===== config.mk =====
export PLATFORM = sky130hd
export DESIGN_NAME = rsi_sqrt_cell
export DESIGN_NICKNAME = d
export VERILOG_FILES = /design/src/rtl/core/rsi_pkg.sv /design/src/rtl/core/rsi_sqrt_cell.sv
export SDC_FILE = /design/constraint.sdc
export NUM_CORES = 1
export LEC_CHECK = 0
export BUFFER_PORTS_ARGS = -buffer_cell sky130_fd_sc_hd__buf_2
export CAP_MARGIN = 10
export CORE_MARGIN = 5
export CORE_UTILIZATION = 25
export CTS_BUF_LIST = sky130_fd_sc_hd__clkbuf_2
export DETAILED_ROUTE_END_ITERATION = 6
export PLACE_DENSITY = 0.56
export SETUP_SLACK_MARGIN = 0.15
export SLEW_MARGIN = 20
export SYNTH_ARGS = -nofsm -noshare
export SYNTH_HDL_FRONTEND = slang
export SYNTH_SLANG_ARGS = --single-unit

===== constraint.sdc =====
create_clock -name clk_i -period 0.8 [get_ports clk_i]
set_input_delay 0.16 -clock clk_i [delete_from_list [all_inputs] [get_ports clk_i]]
set_output_delay 0.16 -clock clk_i [all_outputs]
set_load 0.01 [all_outputs]

===== src/rtl/core/rsi_pkg.sv =====
// Shared types and constants of the ray/sphere intersection pipeline.
// Used by every module under rtl/core; depends on nothing.
package rsi_pkg;

  localparam int OrgW   = 32;
  localparam int DirW   = 18;
  localparam int RadW   = 31;
  localparam int EpsW   = 16;
  localparam int DistW  = 32;
  localparam int DiscW  = 64;
  localparam int RootW  = 32;
  localparam int SqrtSteps = DiscW / 2;

  localparam int InDataW  = 152;
  localparam int OutDataW = 32;
  localparam int CfgIdxW  = 1;
  localparam int CfgDataW = RadW;

  localparam logic [RadW-1:0] RadiusReset = RadW'(65536);
  localparam logic [EpsW-1:0] EpsReset    = EpsW'(66);

  localparam logic [DistW-1:0] DistMax = {1'b0, {(DistW-1){1'b1}}};
  localparam logic [DistW-1:0] DistMin = {1'b1, {(DistW-1){1'b0}}};

  typedef enum logic [CfgIdxW-1:0] {
    CfgRadius = 1'b0,
    CfgEps    = 1'b1
  } cfg_reg_e;

  typedef struct packed {
    logic vld;
    logic miss;
  } rsi_flags_t;

  typedef struct packed {
    logic                    hit;
    logic signed [DistW-1:0] distance;
  } rsi_result_t;

endpackage


===== src/rtl/core/rsi_sqrt_cell.sv =====
// One step of the integer square root chain: resolves one root bit per cell.
// Passes remainder, partial root and the ray's b to the next cell; depends on rsi_pkg.
module rsi_sqrt_cell #(
  parameter int STEP = 0,
  parameter int BW   = 37
) (
  input  logic                              clk_i,
  input  logic                              rst_ni,
  input  logic                              adv_i,
  input  rsi_pkg::rsi_flags_t               flags_i,
  input  logic signed [BW-1:0]              b_i,
  input  logic        [rsi_pkg::DiscW-1:0]  rem_i,
  input  logic        [rsi_pkg::DiscW-1:0]  res_i,
  output rsi_pkg::rsi_flags_t               flags_o,
  output logic signed [BW-1:0]              b_o,
  output logic        [rsi_pkg::DiscW-1:0]  rem_o,
  output logic        [rsi_pkg::DiscW-1:0]  res_o
);

  localparam logic [rsi_pkg::DiscW-1:0] StepBit =
    rsi_pkg::DiscW'(1) << (rsi_pkg::DiscW - 2 - 2 * STEP);

  rsi_pkg::rsi_flags_t              flags_q;
  logic signed [BW-1:0]             b_q;
  logic        [rsi_pkg::DiscW-1:0] rem_q, res_q;
  logic        [rsi_pkg::DiscW-1:0] try_d, rem_d, res_d;

  always_comb begin
    try_d = res_i + StepBit;
    if (rem_i >= try_d) begin
      rem_d = rem_i - try_d;
      res_d = (res_i >> 1) + StepBit;
    end else begin
      rem_d = rem_i;
      res_d = res_i >> 1;
    end
  end

  always_ff @(posedge clk_i or negedge rst_ni) begin
    if (!rst_ni) begin
      flags_q <= '0;
    end else if (adv_i) begin
      flags_q <= flags_i;
    end
  end

  always_ff @(posedge clk_i) begin
    if (adv_i) begin
      b_q   <= b_i;
      rem_q <= rem_d;
      res_q <= res_d;
    end
  end

  assign flags_o = flags_q;
  assign b_o     = b_q;
  assign rem_o   = rem_q;
  assign res_o   = res_q;

endmodule


==> results_dict.tcl <==
set metrics [dict create \
    status "finished with violations" \
    violations "negative hold slack, negative setup slack" \
    synth_area_leader_cell "edfxtp_1" \
    die_h_um 212 \
    max-clock-path-buffers 2 \
    synth_top_area_share_pct 48.4 \
    port-buffer-count 336 \
    start_kind "primary input" \
    rsz0062_at_grt "true" \
    drv_cap 0 \
    dp_hpwl_mm 30.0 \
    n_fill_cell 3942 \
    met3_usage_pct 3.88 \
    drc 0 \
    ys_seq_elements 167 \
    core_sq_um 40600 \
    stdcell_count 2344 \
    worst_skew_pair.late_latency_ns 0.97 \
    fmax_ghz 0.478 \
    slew_viol_final 0 \
    ys_types 65 \
    required_ns 1.57 \
    yosysSeqAreaShare_pct 48.9 \
    ys.flop_type "edfxtp_1" \
    clock-sinks 167 \
    wire_per_inst_um 17.1 \
    power_mw 27.9 \
    ant_nets 0 \
    synth_edf_count 165 \
    dieArea_sq_um 45100 \
    syn_area_per_cell_sq_um 10.6 \
    hold_path_depth 1 \
    synth_cells 962 \
    setup_tns_ns -233.34 \
    period_minus_slack_ns 2.09 \
    grt_max_degree 44 \
    num_vias 10500 \
    tightestPinTransition_ns 0.789 \
    drt_first_pass_iters 4 \
    antenna_found_initial 9 \
    p_per_area_nw_per_um2 1510 \
    finalCritPeriodShare_pct 261 \
    hold_violations 96 \
    holdWs_ns -0.689 \
    most-common-layout-cells "buf_4, buf_2, edfxtp_1" \
    syn_to_final_growth_pct 80.9 \
    tritoncts.num_buffers 17 \
    cts-root-buf "clkbuf_2" \
    hold_class "in2reg" \
    timing.slew.headroom_pct 47.4 \
    layout.nets 2025 \
    peakVddDrop_mv 0.994 \
    synth-compound-area-share_pct 16.9 \
    setup_slack_ns -1.29 \
    syn_nets 1197 \
    place_congestion 0.842 \
    arrival_ns 2.86 \
    pre_cts_slack_ns -2.47 \
    grtUsageMet2_pct 29.1 \
    fin_skew_ns 0 \
    rows 74 \
    finalSetupViolCount 234 \
    wirelength_mm 40.0 \
    worstPathMaxFanout 5 \
    busiest_layer "met2" \
    cts.clk_slew.worst_paths_ns 0.27 \
    p_leak_nw 8.41 \
    gr-usage-met1_pct 21.3 \
    synthMuxAreaShare_pct 5.92 \
    finalInstanceArea_sq_um 18500 \
    reg2reg_slack_ns -0.09 \
    via_per_inst 4.48 \
    synth_warnings 0 \
    final_common_cell "buf_4" \
    start_util_pct 25.2 \
    synth_top_family_by_area "compound AO/OA/AOI/OAI gates" \
    synth_fa_ha_area_share_pct 8.01 \
    placedCellCount 2109 \
    finish.utilization_pct 45.6 \
    synthArstFlopShare_pct 1.20 \
    die_width_um 212 \
    placed_area_sq_um 15200 \
    drive_gt1_share_pct 51.0 \
    drtIter0Drc 513 \
    synth_area_sq_um 10200 \
    grt_pass1_vias 10800 \
    grt_pass1_wl_mm 58.8 \
    netlist_top_cells_area "edfxtp_1, ha_1, a21oi_1" \
    yosys.area_share.simple_pct 10.7 \
    ios 337 \
    grt_usage_pct 17.0 \
    cp-end-kind "flop" \
    grt_overflow 0 \
    yosys.area_share.xor_xnor_pct 4.79 \
    r2r_cells 2 \
    htree_levels 4 \
    critPathKind "in2reg" \
    cts_tree "done" \
]
[registers in the layout (all words and copies together), names as in the netlist]
register and count:
rem_o 64, flags_o 2, res_o 64, b_o 37
[worst max-delay path, cell delays in order]
cell,delay (ns)
buf_2,0.10
dlygate4sd3_1,0.61
ha_4,0.29
and4_4,0.25
and4_1,0.22
o211ai_1,0.17
a31oi_4,0.22
buf_8,0.19
buf_6,0.11
buf_6,0.09
buf_16,0.13
mux2_4,0.30
[Yosys cell counts, types with 3 or more instances]
library cell / count
and3_1: 4
clkbuf_1: 23
mux2_1: 40
xnor2_1: 40
buf_4: 7
nor3_1: 17
buf_2: 6
nor2b_1: 7
o21a_1: 5
nor3b_1: 3
a211oi_1: 7
and4b_1: 3
nand2_1: 71
o21ai_1: 13
nand2b_1: 5
a21oi_1: 100
o21ai_0: 35
a31o_1: 3
inv_1: 87
a31oi_1: 6
and4_1: 6
edfxtp_1: 165
o21bai_1: 16
o211ai_1: 8
nand4_1: 21
mux2_2: 13
nor4_1: 3
and2_1: 4
nor2_1: 63
nand3_1: 10
xor2_1: 16
a21o_1: 42
o2111ai_1: 4
a21boi_0: 5
ha_1: 64
[power breakdown]
group          leakage [nW]  switching (mW)  internal, mW
sequential             1.64           0.297          10.8
combinational          6.65            5.54          6.67
clock                 0.122            3.45          1.17
total                  8.41            9.28          18.6
[layer usage]
| layer | routed length [um] | up-vias |
|---|---|---|
| met4 | 606 | 8 |
| li1 | - | 5218 |
| met1 | 17400 | 5004 |
| met3 | 2130 | 39 |
| met2 | 19800 | 241 |
| met5 | 59 | - |
[layout make-up]
class                   instances  area, sq um  share of cell area, %
repair buffers                845         6490                   35.0
multi-input cells             672         5790                   31.3
flip-flops and latches        167         5000                   27.0
well taps                     532          666                   3.59
inverters                      87          337                   1.82
clock inverters                13          121                  0.655
clock buffers                  18         90.1                  0.486
diodes                         10         25.0                  0.135
[worst paths after layout]
| check | from | endpoint |
|---|---|---|
| max | rem_i[61] | rem_o[37] |
| max in group asynchronous | rst_ni | flags_o[1] |
| min | res_i[5] | res_o[4] |
| min in group asynchronous | rst_ni | flags_o[0] |
| min reg2reg | flags_o[1] | flags_o[1] |
| max reg2reg | flags_o[0] | flags_o[0] |
[what timing repair did]
item                                    4_1_cts  5_1_grt
buffers inserted                             29        9
cloned                                        8        1
endpoints found under the hold margin       334      117
gates resized for setup                     152      101
endpoints found under the setup margin      235      237
hold buffers                                113       37
pin swaps                                    47       41
[cell families (layout without fill, tap and decap cells)]
kind of cell,count (synthesis),after routing
flip-flops,167,167
other,0,10
buffers and inverters,123,963
AO/OA/AOI/OAI,270,270
XOR/XNOR,56,56
AND/OR/NAND/NOR,227,227
multiplexers,54,54
adder cells (fa/ha/maj),65,65
Power figures use the tool's default switching activity.
