<file path="config.mk">
export PLATFORM = sky130hd
export DESIGN_NAME = rsi_out_fifo
export DESIGN_NICKNAME = d
export VERILOG_FILES = /design/src/rtl/core/rsi_pkg.sv /design/src/rtl/core/rsi_out_fifo.sv
export SDC_FILE = /design/constraint.sdc
export NUM_CORES = 1
export LEC_CHECK = 0
export ABC_AREA = 1
export BUFFER_PORTS_ARGS = -buffer_cell sky130_fd_sc_hd__buf_2
export CORE_MARGIN = 2
export CORE_UTILIZATION = 51
export CTS_CLUSTER_SIZE = 30
export DETAILED_ROUTE_END_ITERATION = 10
export GPL_TIMING_DRIVEN = 0
export PLACE_DENSITY = 0.78
export SLEW_MARGIN = 20
export SYNTH_ARGS = -nofsm -noshare
export SYNTH_HDL_FRONTEND = slang
export SYNTH_SLANG_ARGS = --single-unit
</file>
<file path="constraint.sdc">
create_clock -name clk_i -period 3.4 [get_ports clk_i]
set_clock_uncertainty 0.15 [all_clocks]
set_input_delay 0.68 -clock clk_i [delete_from_list [all_inputs] [get_ports clk_i]]
set_output_delay 0.68 -clock clk_i [all_outputs]
set_load 0.01 [all_outputs]
</file>
<file path="src/rtl/core/rsi_pkg.sv">
// Shared types and constants of the ray/sphere intersection pipeline.
// Used by every module under rtl/core; depends on nothing.
package rsi_pkg;

  localparam int OrgW   = 32;
  localparam int DirW   = 18;
  localparam int RadW   = 31;
  localparam int EpsW   = 16;
  localparam int DistW  = 32;
  localparam int DiscW  = 64;
  localparam int RootW  = 32;
  localparam int SqrtSteps = DiscW / 2;

  localparam int InDataW  = 152;
  localparam int OutDataW = 32;
  localparam int CfgIdxW  = 1;
  localparam int CfgDataW = RadW;

  localparam logic [RadW-1:0] RadiusReset = RadW'(65536);
  localparam logic [EpsW-1:0] EpsReset    = EpsW'(66);

  localparam logic [DistW-1:0] DistMax = {1'b0, {(DistW-1){1'b1}}};
  localparam logic [DistW-1:0] DistMin = {1'b1, {(DistW-1){1'b0}}};

  typedef enum logic [CfgIdxW-1:0] {
    CfgRadius = 1'b0,
    CfgEps    = 1'b1
  } cfg_reg_e;

  typedef struct packed {
    logic vld;
    logic miss;
  } rsi_flags_t;

  typedef struct packed {
    logic                    hit;
    logic signed [DistW-1:0] distance;
  } rsi_result_t;

endpackage

</file>
<file path="src/rtl/core/rsi_out_fifo.sv">
// Two-word output queue that decouples the pipeline from the result stream.
// Depends on rsi_pkg for the result word.
module rsi_out_fifo (
  input  logic                 clk_i,
  input  logic                 rst_ni,
  input  logic                 push_i,
  input  rsi_pkg::rsi_result_t data_i,
  output logic                 full_o,
  output logic                 valid_o,
  input  logic                 ready_i,
  output rsi_pkg::rsi_result_t data_o
);

  rsi_pkg::rsi_result_t mem_q [2];
  logic                 wr_q, rd_q;
  logic [1:0]           cnt_q;
  logic                 pop;

  assign pop     = valid_o && ready_i;
  assign valid_o = (cnt_q != 2'd0);
  assign full_o  = (cnt_q == 2'd2);
  assign data_o  = mem_q[rd_q];

  always_ff @(posedge clk_i or negedge rst_ni) begin
    if (!rst_ni) begin
      wr_q  <= 1'b0;
      rd_q  <= 1'b0;
      cnt_q <= 2'd0;
    end else begin
      if (push_i) begin
        wr_q <= ~wr_q;
      end
      if (pop) begin
        rd_q <= ~rd_q;
      end
      cnt_q <= cnt_q + 2'(push_i) - 2'(pop);
    end
  end

  always_ff @(posedge clk_i) begin
    if (push_i) begin
      mem_q[wr_q] <= data_i;
    end
  end

  a_no_overflow: assert property (@(posedge clk_i) disable iff (!rst_ni)
    push_i |-> !full_o || pop)
    else $error("push into a full output queue");

  a_count_range: assert property (@(posedge clk_i) disable iff (!rst_ni)
    cnt_q != 2'd3)
    else $error("output queue count out of range");

endmodule

</file>
==> impl.org <==
** Global route
- Remaining global-route overflow :: 0
- Pin count of the biggest net entering global routing :: 34
- First-pass GRT wire length :: 7.362 mm
- Global-route layer with the greatest usage :: met2
- Met3 Usage GRT :: 5.332%
- For this run, global-route usage on met1 was measured as 19.50%.
- Antenna violations before repair :: 0
- For met2 alone, demand over resource in global routing was 28.58%.
- The number of global-route vias before repair came to 1692.
- Across every metal layer, demand over resource in global routing totals 16.88%.

** Place
- Detailed placement ended at an HPWL of 2.950 mm.
- Dpl cell area :: 3162 um2
- Prior to clock tree synthesis, the placed netlist has a worst setup slack of 1359 ps.
- Including well taps, the total number of placed cells is 344.
- During placement, the flow inserted port buffers numbering 71.
- Routability-driven placement finished with a final weighted congestion of 0.6739.

** Yosys
- Dividing the synthesized area by the synthesized cell count gives 13.29 um2.
- Number of instances in the synthesized netlist :: 202
- Flip-flop and latch count after synthesis :: 70
- Ranked by total cell area, the synthesized netlist is headed by sky130_fd_sc_hd__edfxtp_1 (74%), sky130_fd_sc_hd__nand2_1 (14%), sky130_fd_sc_hd__dfrtp_1 (3.7%), sky130_fd_sc_hd__nand2_2 (2.3%), sky130_fd_sc_hd__buf_6 (1.7%).
- Number of warnings reported in the yosys synthesis log :: 0
- Number of distinct library cells after synthesis :: 13
- After synthesis the cells add up to 2684 um2.
- The biggest area contributor in the post-synthesis netlist is sky130_fd_sc_hd__edfxtp_1.
- Of the synthesized area, sequential elements account for 77.58%.
- Number of nets in the synthesized netlist :: 241
- In this run the biggest area consumer among cell types represents 73.85% of the synthesized area.

** CTS
- Num Clock Sinks :: 70
- Post-CTS repair changed the size of 0 cells.
- Clk Latency, worst-skew pair :: 330 ps
- Clock-pin slew was measured on the worst setup and hold paths at 60 ps.
- Num CTS Buffers :: 9
- The tree is rooted in a sky130_fd_sc_hd__clkbuf_8.
- Number of buffers inserted by post-CTS setup repair :: 0
- Number of buffers between clock root and the deepest sink :: 2
- TritonCTS built the clock tree.
- Number of H-tree branching levels :: 3

** Power and ir drop
- In this run the power spent charging and discharging nets is 0.9076 mW.
- Power share of the clock group :: 19.1%
- Worst-case vdd ir drop :: 0.4712 mV
- Power density cells :: 809.7 nW/um2
- Part of the total power dissipated in sequential elements :: 44.7%
- Sw frac :: 33.79%
- The internal power of the cells totals 1.778 mW.
- After layout, the design draws a total of 2.686 mW.
- In this run the static leakage power is 1.482 nW.
- Combinational logic burns 36.2% of the power.

** Worst hold path
- In this run the worst hold path is classified as in -> reg.

** Floorplan
- The floorplan step defined a die boundary enclosing 5858 um2.
- Die W :: 76.54 um
- The floorplan has 26 rows.
- The floorplan step set the die height to 76.54 um.
- Area inside the core boundary :: 5107 um2
- During I/O placement, the number of pins put on the boundary was 72.
- Initial core utilization :: 52.55%

** Finish
- After the last flow step, the layout net total stands at 325.
- The finished layout holds 359 standard cells, fillers aside.
- Of the cells placed in the final design, the portion with a size suffix greater than 1 is 35.64%.
- Relative to the synthesized area, the layout overhead comes to 23.59%.
- After routing the design area is 3317 um2.
- Final Core Density :: 64.94%
- The repair_antennas step left the layout with diodes totalling 0.

** STA
- Sum Neg Setup Slack :: 0 ps
- Unrepaired setup endpoints after global routing :: no
- Slew of the pin with the lowest slew margin :: 697.8 ps
- Crit path time final :: 2152 ps
- Slew headroom :: 53.41%
- The final number of max-transition violations came to 0.
- Final worst slack :: 1248 ps
- Fmax :: 464.7 MHz
- Final critical-path share of the clock period :: 63.29%
- The count of final hold-check violations was 0.
- Worst slack on hold paths :: 384.5 ps
- Total of endpoints with negative setup slack in the final report :: 0

** Detailed routing
- DRT antenna net count :: 0
- Violation count after the first detailed-route iteration :: 63
- Number of vias in the routed layout :: 1640
- Before antenna repair, the detailed router went through 4 iterations.
- After detailed routing, the number of remaining DRC violations is 0.
- The routed design has 4.438 mm of wire.
- Routed wire per std cell :: 12.36 um
- Vias per Instance :: 4.568

** Setup path
- The slowest stage of the critical path belongs to the cell sky130_fd_sc_hd__dfrtp_1.
- Crit path largest cell delay :: 380 ps
- Of all nets on the critical path, the largest fanout is 10.
- Sequence of cells on the critical path :: buf_6 -> inv_8 -> buf_8 -> nand2_2 -> nand2_1 -> buf_2
- The worst setup path is captured at an output pin.
- STA classifies the critical path startpoint as a flop.
- Class of the most critical setup path :: reg -> out
- Arrival time at the worst endpoint :: 1320 ps
- Crit path required time :: 2570 ps

** Job
- # Max-Cap Violations :: 0

** Status
- The run finished with clean final reports.
[power by group through the flow]
stage,registers [mW],logic (mW),clock network [mW]
3_5_place_dp,1.22,0.987,0
2_1_floorplan,1.21,0.614,0
6_report,1.20,0.972,0.513
4_1_cts,1.20,0.993,0.525
5_1_grt,1.22,1.09,0.558
3_3_place_gp,1.22,0.942,0
[path summary, 6_finish.rpt]
kind                               startpoint                     end  slack, ps  cells after the start
max in group asynchronous              rst_ni        wr_q$_DFFE_PN0P_       2460                      2
max reg2reg                  wr_q$_DFFE_PN0P_  mem_q[0][17]$_DFFE_PP_       1790                      2
max                          rd_q$_DFFE_PN0P_               data_o[4]       1250                      6
min                                data_i[12]  mem_q[0][12]$_DFFE_PP_        380                      1
min reg2reg                cnt_q[1]$_DFF_PN0_      cnt_q[1]$_DFF_PN0_        420                      3
min in group asynchronous              rst_ni      cnt_q[1]$_DFF_PN0_        530                      2
[timing repair]
| action | 4_1_cts | 5_1_grt |
|---|---|---|
| hold buffers | 1 | 0 |
| setup endpoints to repair | 0 | 0 |
| endpoints found under the hold margin | 4 | 0 |
[kinds of logic (layout without fill, tap and decap cells)]
kind of cell / after synthesis / in the layout / synth area share (%)
AND/OR/NAND/NOR: 113 / 113 / 16.83
flip-flops: 70 / 70 / 77.58
buffers and inverters: 16 / 103 / 4.335
adder cells (fa/ha/maj): 2 / 2 / 0.9323
XOR/XNOR: 1 / 1 / 0.3264
[flip-flops by register name, indices dropped and copies added (netlist names)]
name,flops
mem_q,66
cnt_q,2
rd_q,1
wr_q,1
[layout by cell type, fill, tap and decap left out]
cell type,n
sky130_fd_sc_hd__buf_16,1
sky130_fd_sc_hd__buf_2,71
sky130_fd_sc_hd__buf_4,2
sky130_fd_sc_hd__buf_6,4
sky130_fd_sc_hd__buf_8,1
sky130_fd_sc_hd__clkbuf_1,2
sky130_fd_sc_hd__clkbuf_8,9
sky130_fd_sc_hd__clkinv_1,1
sky130_fd_sc_hd__clkinv_2,2
sky130_fd_sc_hd__dfrtp_1,4
sky130_fd_sc_hd__dlygate4sd3_1,1
sky130_fd_sc_hd__edfxtp_1,66
sky130_fd_sc_hd__ha_1,2
sky130_fd_sc_hd__inv_1,7
sky130_fd_sc_hd__inv_2,1
sky130_fd_sc_hd__inv_8,1
sky130_fd_sc_hd__nand2_1,99
sky130_fd_sc_hd__nand2_2,10
sky130_fd_sc_hd__nand3_1,2
sky130_fd_sc_hd__nor2_1,1
sky130_fd_sc_hd__nor2_4,1
sky130_fd_sc_hd__xor2_1,1
[synth_stat cells (all sizes together)]
library cell,number
nor2,2
xor2,1
inv,9
ha,2
edfxtp,66
dfrtp,4
buf,7
nand3,2
nand2,109
[worst max-delay path: cells and delay by family, from the launching register on]
family                 cells  cell delay, ps
AND/OR/NAND/NOR            2             110
buffers and inverters      4             500
flip-flops                 1             380
[routing by layer]
layer | up-vias | share of wire (%)
li1 | 834 | -
met1 | 736 | 42
met2 | 60 | 50
met3 | 10 | 6.1
met4 | 0 | 2.0
met5 | - | 0
[cell type report]
| cell class | instances | area (um2) |
|---|---|---|
| Fill cell | 407 | 1790 |
| Clock inverter | 3 | 13.76 |
| Buffer | 7 | 75.07 |
| Inverter | 9 | 41.29 |
| Multi-Input combinational cell | 116 | 493.0 |
| Clock buffer | 11 | 131.4 |
| Sequential cell | 70 | 2082 |
| Tap cell | 70 | 87.58 |
| Timing Repair Buffer | 73 | 392.9 |
Note: power is estimated with default switching activity, not from simulation.
